`src/hdl/rc5_pkg.sv`:
```
`timescale 1ns / 1ps
// ----------------------------------------------------------------------------
// rc5_pkg
// Shared constants and the frame coding function of the rc5 transmitter.
// ----------------------------------------------------------------------------
package rc5_pkg;

    // frame geometry
    localparam int FRAME_BITS = 14;
    localparam int HALF_BITS  = 2 * FRAME_BITS;
    localparam int CNT_W      = 8;
    localparam int IDX_W      = $clog2(HALF_BITS);

    typedef logic [FRAME_BITS-1:0] frame_t;
    typedef logic [HALF_BITS-1:0]  half_word_t;
    typedef logic [CNT_W-1:0]      count_t;
    typedef logic [1:0]            op_t;

    // operation codes
    localparam op_t OP_TICK = 2'd0;
    localparam op_t OP_SEND = 2'd1;
    localparam op_t OP_RAW  = 2'd2;

    // frame bits and masks
    localparam frame_t START_BIT  = 14'h2000;
    localparam frame_t FIELD_BIT  = 14'h1000;
    localparam frame_t TOGGLE_BIT = 14'h0800;
    localparam frame_t CMD_MASK   = 14'h003F;
    localparam logic [1:0] HALF_ONE  = 2'h2;
    localparam logic [1:0] HALF_ZERO = 2'h1;

    // last usable count value, so the counter can still pass it
    localparam count_t COUNT_LIMIT = 8'd254;

    // manchester coding: half-bit k goes out on tick k, frame msb first,
    // a one goes out as carrier off then on
    function automatic half_word_t encode_frame(input frame_t frame);
        half_word_t word;
        word = '0;
        for (int k = 0; k < FRAME_BITS; k++)
        begin
            word[2*k +: 2] = frame[FRAME_BITS-1-k] ? HALF_ONE : HALF_ZERO;
        end
        return word;
    endfunction

endpackage

```
`src/hdl/rc5_ir_transmitter.sv`:
```
`timescale 1ns / 1ps
// ----------------------------------------------------------------------------
// rc5_ir_transmitter
// Extended RC5 infrared transmitter: builds and manchester codes a frame,
// then gives one half-bit carrier enable on each timer tick.
// ----------------------------------------------------------------------------
// channel   direction  handshake             payload
// in        input      in_valid / in_stall   op, address, command, toggle,
//                                             raw_frame
// out       output     out_valid / out_stall carrier_on, busy_res, accepted
// cfg       input      cfg_valid / cfg_ready cfg_data (frame_half_bits)
//
// One item per cycle while in_stall is low; its result is registered. The
// state update and result logic is a single combinational pass from the
// state registers. An output register plus a skid entry let the input keep
// flowing while a result waits; in_stall rises only when both are full.
// Reset clears the state and sets frame_half_bits to 128.
// ----------------------------------------------------------------------------
module rc5_ir_transmitter
    import rc5_pkg::*;
(
    input  logic        clk,
    input  logic        rst_n,
    // item input
    input  logic        in_valid,
    output logic        in_stall,
    input  logic [1:0]  op,
    input  logic [4:0]  address,
    input  logic [6:0]  command,
    input  logic        toggle,
    input  logic [13:0] raw_frame,
    // result output
    output logic        out_valid,
    input  logic        out_stall,
    output logic        carrier_on,
    output logic        busy_res,
    output logic        accepted,
    // configuration write
    input  logic        cfg_valid,
    output logic        cfg_ready,
    input  logic [7:0]  cfg_data
);

    typedef struct packed {
        logic carrier_on;
        logic busy_res;
        logic accepted;
    } result_t;

    // transmitter state
    count_t     frame_half_bits_reg;
    half_word_t manchester_word_reg, manchester_word_next;
    count_t     half_bit_count_reg, half_bit_count_next;
    logic       frame_ready_reg, frame_ready_next;
    logic       send_done_reg, send_done_next;
    logic       carrier_level_reg, carrier_level_next;

    // output buffering
    logic    out_valid_reg;
    logic    skid_valid_reg;
    result_t out_data_reg;
    result_t skid_data_reg;

    logic    in_xfer;
    logic    out_xfer;
    logic    busy;
    count_t  last_index;
    frame_t  frame;
    logic    accepted_now;
    result_t result;

    assign in_stall  = skid_valid_reg;
    assign in_xfer   = in_valid && !in_stall;
    assign out_xfer  = out_valid_reg && !out_stall;
    assign cfg_ready = 1'b1;

    // configuration register
    always_ff @(posedge clk or negedge rst_n)
    begin
        if (!rst_n)
        begin
            frame_half_bits_reg <= 8'd128;
        end
        else if (cfg_valid && cfg_ready)
        begin
            frame_half_bits_reg <= cfg_data;
        end
    end

    // frame packing for both send kinds
    always_comb
    begin
        if (op == OP_SEND)
        begin
            frame = START_BIT | (command[6] ? '0 : FIELD_BIT)
                  | (toggle ? TOGGLE_BIT : '0)
                  | (frame_t'(address) << 6)
                  | (frame_t'(command) & CMD_MASK);
        end
        else
        begin
            frame = raw_frame | START_BIT;
        end
    end

    // next state and result for one item
    always_comb
    begin
        manchester_word_next = manchester_word_reg;
        half_bit_count_next  = half_bit_count_reg;
        frame_ready_next     = frame_ready_reg;
        send_done_next       = send_done_reg;
        carrier_level_next   = carrier_level_reg;
        accepted_now         = 1'b0;
        busy                 = frame_ready_reg || !send_done_reg;
        last_index           = (frame_half_bits_reg > COUNT_LIMIT) ? COUNT_LIMIT
                                                                    : frame_half_bits_reg;
        case (op)
            OP_TICK:
            begin
                if (frame_ready_reg && half_bit_count_reg <= last_index)
                begin
                    send_done_next = 1'b0;
                    // idle gap after the coded half-bits is carrier off
                    if (half_bit_count_reg < count_t'(HALF_BITS))
                    begin
                        carrier_level_next =
                            manchester_word_reg[half_bit_count_reg[IDX_W-1:0]];
                    end
                    else
                    begin
                        carrier_level_next = 1'b0;
                    end
                    half_bit_count_next = half_bit_count_reg + 8'd1;
                end
                else
                begin
                    // end of send, or tick while idle
                    send_done_next      = 1'b1;
                    carrier_level_next  = 1'b0;
                    frame_ready_next    = 1'b0;
                    half_bit_count_next = '0;
                end
            end
            OP_SEND, OP_RAW:
            begin
                if (!busy)
                begin
                    manchester_word_next = encode_frame(frame);
                    half_bit_count_next  = '0;
                    frame_ready_next     = 1'b1;
                    accepted_now         = 1'b1;
                end
            end
            default:
            begin
                accepted_now = 1'b0;
            end
        endcase
        result.carrier_on = carrier_level_next;
        result.busy_res   = frame_ready_next || !send_done_next;
        result.accepted   = accepted_now;
    end

    // state registers, updated on each input transfer
    always_ff @(posedge clk or negedge rst_n)
    begin
        if (!rst_n)
        begin
            manchester_word_reg <= '0;
            half_bit_count_reg  <= '0;
            frame_ready_reg     <= 1'b0;
            send_done_reg       <= 1'b1;
            carrier_level_reg   <= 1'b0;
        end
        else if (in_xfer)
        begin
            manchester_word_reg <= manchester_word_next;
            half_bit_count_reg  <= half_bit_count_next;
            frame_ready_reg     <= frame_ready_next;
            send_done_reg       <= send_done_next;
            carrier_level_reg   <= carrier_level_next;
        end
    end

    // output register with skid entry
    always_ff @(posedge clk or negedge rst_n)
    begin
        if (!rst_n)
        begin
            out_valid_reg  <= 1'b0;
            skid_valid_reg <= 1'b0;
        end
        else if (skid_valid_reg)
        begin
            if (out_xfer)
            begin
                out_valid_reg  <= 1'b1;
                skid_valid_reg <= 1'b0;
            end
        end
        else if (in_xfer)
        begin
            if (!out_valid_reg || out_xfer)
            begin
                out_valid_reg <= 1'b1;
            end
            else
            begin
                skid_valid_reg <= 1'b1;
            end
        end
        else if (out_xfer)
        begin
            out_valid_reg <= 1'b0;
        end
    end

    // result payload, no reset needed
    always_ff @(posedge clk)
    begin
        if (skid_valid_reg)
        begin
            if (out_xfer)
            begin
                out_data_reg <= skid_data_reg;
            end
        end
        else if (in_xfer)
        begin
            if (!out_valid_reg || out_xfer)
            begin
                out_data_reg <= result;
            end
            else
            begin
                skid_data_reg <= result;
            end
        end
    end

    assign out_valid  = out_valid_reg;
    assign carrier_on = out_data_reg.carrier_on;
    assign busy_res   = out_data_reg.busy_res;
    assign accepted   = out_data_reg.accepted;

    // skid entry fills only behind a full output register
    a_skid_behind_out: assert property (@(posedge clk) disable iff (!rst_n)
        skid_valid_reg |-> out_valid_reg)
        else $error("skid entry valid with empty output register");

    // counter sits at zero whenever no frame is loaded
    a_count_idle: assert property (@(posedge clk) disable iff (!rst_n)
        !frame_ready_reg |-> (half_bit_count_reg == '0))
        else $error("half-bit count nonzero without a loaded frame");

    // carrier is only driven during a send
    a_carrier_in_send: assert property (@(posedge clk) disable iff (!rst_n)
        carrier_level_reg |-> frame_ready_reg)
        else $error("carrier on outside of a send");

    // an accepted send always reports busy
    a_accept_busy: assert property (@(posedge clk) disable iff (!rst_n)
        (in_xfer && accepted_now) |=> frame_ready_reg)
        else $error("accepted send did not load a frame");

endmodule
```
`config.mk`:
```
export PLATFORM = sky130hd
export DESIGN_NAME = rc5_ir_transmitter
export DESIGN_NICKNAME = d
export VERILOG_FILES = /design/src/hdl/rc5_pkg.sv /design/src/hdl/rc5_ir_transmitter.sv
export SDC_FILE = /design/constraint.sdc
export NUM_CORES = 1
export LEC_CHECK = 0
export ABC_AREA = 1
export BUFFER_PORTS_ARGS = -buffer_cell sky130_fd_sc_hd__buf_2
export CORE_ASPECT_RATIO = 2
export CORE_MARGIN = 5
export CORE_UTILIZATION = 50
export DETAILED_ROUTE_END_ITERATION = 6
export PLACE_DENSITY = 0.72
export SYNTH_ARGS = -nofsm -noshare
export SYNTH_HDL_FRONTEND = slang
export SYNTH_SLANG_ARGS = --single-unit
```
`constraint.sdc`:
```
create_clock -name clk -period 4.18 [get_ports clk]
set_input_delay 0.627 -clock clk [delete_from_list [all_inputs] [get_ports clk]]
set_output_delay 0.627 -clock clk [all_outputs]
set_load 0.05 [all_outputs]
```
==> flow_summary.ini <==
[cts]
ctsHoldBuffers = 0
cts_root_buffer = sky130_fd_sc_hd__clkbuf_16
cts.reportedPaths.clkPinSlew_ns = 0.07
cts.htree.levels = 2
cts.sinks = 54
postcts_setup_bufs = 0
worstSkewPairLatency_ns = 0.29
numCtsBuffers = 5
ctsLongestPathBuffers = 2
post_cts_resize_count = 0
tritoncts_clock_tree = done

[sta]
final_report_max_slew_violation_count = 0
timing.hold.ws_ns = 0.483
post_route_setup_tns_ns = 0
clock_skew_ns = 0.00777
timing.final.crit_period_ns = 2.44
achievable-frequency_mhz = 410
tightest_slew_ns = 1.08
final_min_period_over_clock_period_pct = 58.3
timing.max_slew.rel_slack_pct = 27.8
report.final.hold_viol_count = 0
report.final.setup_viol = 0
rsz_0062_raised_after_global_routing = no

[power]
power.leakage_uw = 0.00176
power.density_cell_area_nw_per_um2 = 307
total_power_uw = 1010
vdd.ir_drop.worst_mv = 0.379

[drt]
drt.antenna.violating_nets = 0
totalWireLength_um = 5790
detail_route.iter0.violations = 58
mean_routed_wirelength_per_cell_um = 12.5
via_per_inst = 5.12
first_pass_drt_iterations = 6
num_vias = 2383
route.detailed.drc = 0

[placement]
postPlaceCellArea_um2 = 3150
place_congestion = 0.799
portBuffers = 45
dp.final_hpwl_um = 4440

[cells_and_area]
finalInstanceArea_um2 = 3290
area.growth.synth_to_final_pct = 12.5
num-nets-final = 457
fill_cell_instance_count_of_the_final_layout = 556
layout.core_utilization_pct = 57.6
n_antenna_cell = 0
multi_input_comb_area_um2 = 1250
largest_register_ffs = 27
regArea_um2 = 1380
fraction_of_layout_instances_using_a_drive_strength_above_1_pct = 16.3

[synthesis]
simple_logic_cell_fraction_of_the_synthesized_area_pct = 24.3
synth_top_family_by_area = simple AND/OR/NAND/NOR gates
synth_compound_area_share_pct = 12.2
synth_top_area_cell = sky130_fd_sc_hd__dfrtp_1
yosys.area_share.adder_pct = 5.13
multiplexer_fraction_of_the_synthesized_cell_area_pct = 0
syn_nets = 417
synthTopCellsByCount = 107 x sky130_fd_sc_hd__nand2_1, 50 x sky130_fd_sc_hd__inv_1, 46 x sky130_fd_sc_hd__dfrtp_1
synth-seq-area-share_pct = 47.3
synth_async_reset_ratio_pct = 88.9
ys.flop_type = sky130_fd_sc_hd__dfrtp_1
postSynthCellCount = 363
post_synth_main_area_contributors = sky130_fd_sc_hd__dfrtp_1 39%, sky130_fd_sc_hd__nand2_1 14%, sky130_fd_sc_hd__inv_1 6.4%
yosysWarningCount = 0
synth.ff_latch_count = 54
synth_xor_xnor_area_share_pct = 0.899
number_of_enable_flip_flop_cells_after_synthesis = 6
synth.distinct_cells = 34
synthMostInstantiatedCell = sky130_fd_sc_hd__nand2_1
yosysTopAreaCellShare_pct = 39.4
syn_area_per_cell_um2 = 8.06
synth.cell_area_um2 = 2920

[min_path]
holdCritPathClass = flip-flop to flip-flop
whs_path_depth = 1

[critical_path]
crit_type = flip-flop to flip-flop
critical_path.cell_chain = inv_2 > ha_1 > inv_1 > nand2_1 > nand2_1 > nand2_1 > nand2_1 > nand2_1 > nand2_1 > nand2_1 > nand3_1 > o221ai_1 > nand2_1 > nand2_1
crit_top_cell = sky130_fd_sc_hd__nand2_1
arrival_ns = 2.49
critical_path_peak_fanout = 20
crit_path_end_kind = flip-flop
cp_launch_type = flip-flop
cpPeakStageDelay_ns = 0.77
cp_slowest_cell = sky130_fd_sc_hd__dfrtp_1
ff2ff_path_depth = 14
timing.critical_path.required_ns = 4.23

[floorplanning]
io-pin-count = 48
design.die.area_um2 = 7570
core_region_area_um2 = 5710
starting_density_of_the_core_pct = 51.2
vertical_die_dimension_um = 118
rows = 39
dieWidth_um = 64.1

[grt]
grt_first_pass_wirelength_um = 10300
number_of_antenna_violations_at_the_first_check_in_global_routing = 0
grt_pass1_vias = 2461
overflow = 0
grt_usage_pct = 16.5
grt_max_degree = 49

[run_status]
run_status = complete, no violations

[job]
number_of_violations_of_the_max_capacitance_limit = 0
## layer usage
metal	GRT usage, %	routed length, um
met5	0	0
met4	5.98	116
met3	2.94	189
met2	32.2	3400
met1	16.5	2090
## layout by cell type (no fill, tap or decap), drive strengths merged, types with 2 or more instances in the layout
master  synthesis  final
or2             2      2
clkbuf          4      6
a41oi           2      2
clkinv          0      2
dfrtp          46     46
xor2            3      3
ha             12     12
a21oi           7      7
nand3          32     32
dfstp           2      2
o221ai          2      2
o21a           13     13
nor3            4      4
nand2         108    108
o21ai          30     30
nand4           4      4
nor2           16     16
buf            10     47
inv            53     53
edfxtp          6      6
## report_power, final
part	leakage (uW)	internal [uW]	switching, uW
logic	0.00106	28.6	45.2
registers	0.000628	537	2.24
clock network	0.0000706	220	176
total	0.00176	786	223
## layout make-up
type	instances	area share (%)
clock buffers	6	3.92
clock inverters	2	0.304
inverters	53	6.05
multi-input cells	242	38.1
flip-flops and latches	54	42.1
well taps	61	2.32
repair buffers	47	7.30
## path summary, 6_finish.rpt
kind | end | slack [ns] | from
min reg2reg | manchester_word_reg[1] | 0.48 | manchester_word_reg[1]
min | manchester_word_reg[1] | 0.48 | manchester_word_reg[1]
min in group asynchronous | manchester_word_reg[23] | 0.54 | rst_n
max reg2reg | busy_res | 1.74 | half_bit_count_reg[0]
max in group asynchronous | manchester_word_reg[3] | 2.98 | rst_n
max | busy_res | 1.74 | half_bit_count_reg[0]
## logic make-up (layout without fill, tap and decap cells)
logic type,count (synthesis),count (layout)
simple gates,167,167
xor+xnor,3,3
other cells,1,1
compound gates,59,59
flops,54,54
buf+inv,67,108
fa+ha+maj,12,12
## critical path: cells and delay by family (launching register included)
family	cells	cell delay (ns)
flip-flops	1	0.77
AND/OR/NAND/NOR	10	0.66
buffers and inverters	2	0.32
adder cells (fa/ha/maj)	1	0.27
AO/OA/AOI/OAI	1	0.18
## metrics by stage
| step | setup slack (ns) | instances |
|---|---|---|
| 6_report | 1.74 | 465 |
| 3_5_place_dp | 1.54 | 457 |
| 2_1_floorplan | 2.12 | 363 |
| 5_1_grt | 1.48 | 465 |
| 4_1_cts | 1.74 | 465 |
| 3_3_place_gp | 1.64 | 457 |
No activity file was read; power rests on OpenSTA's default activity.
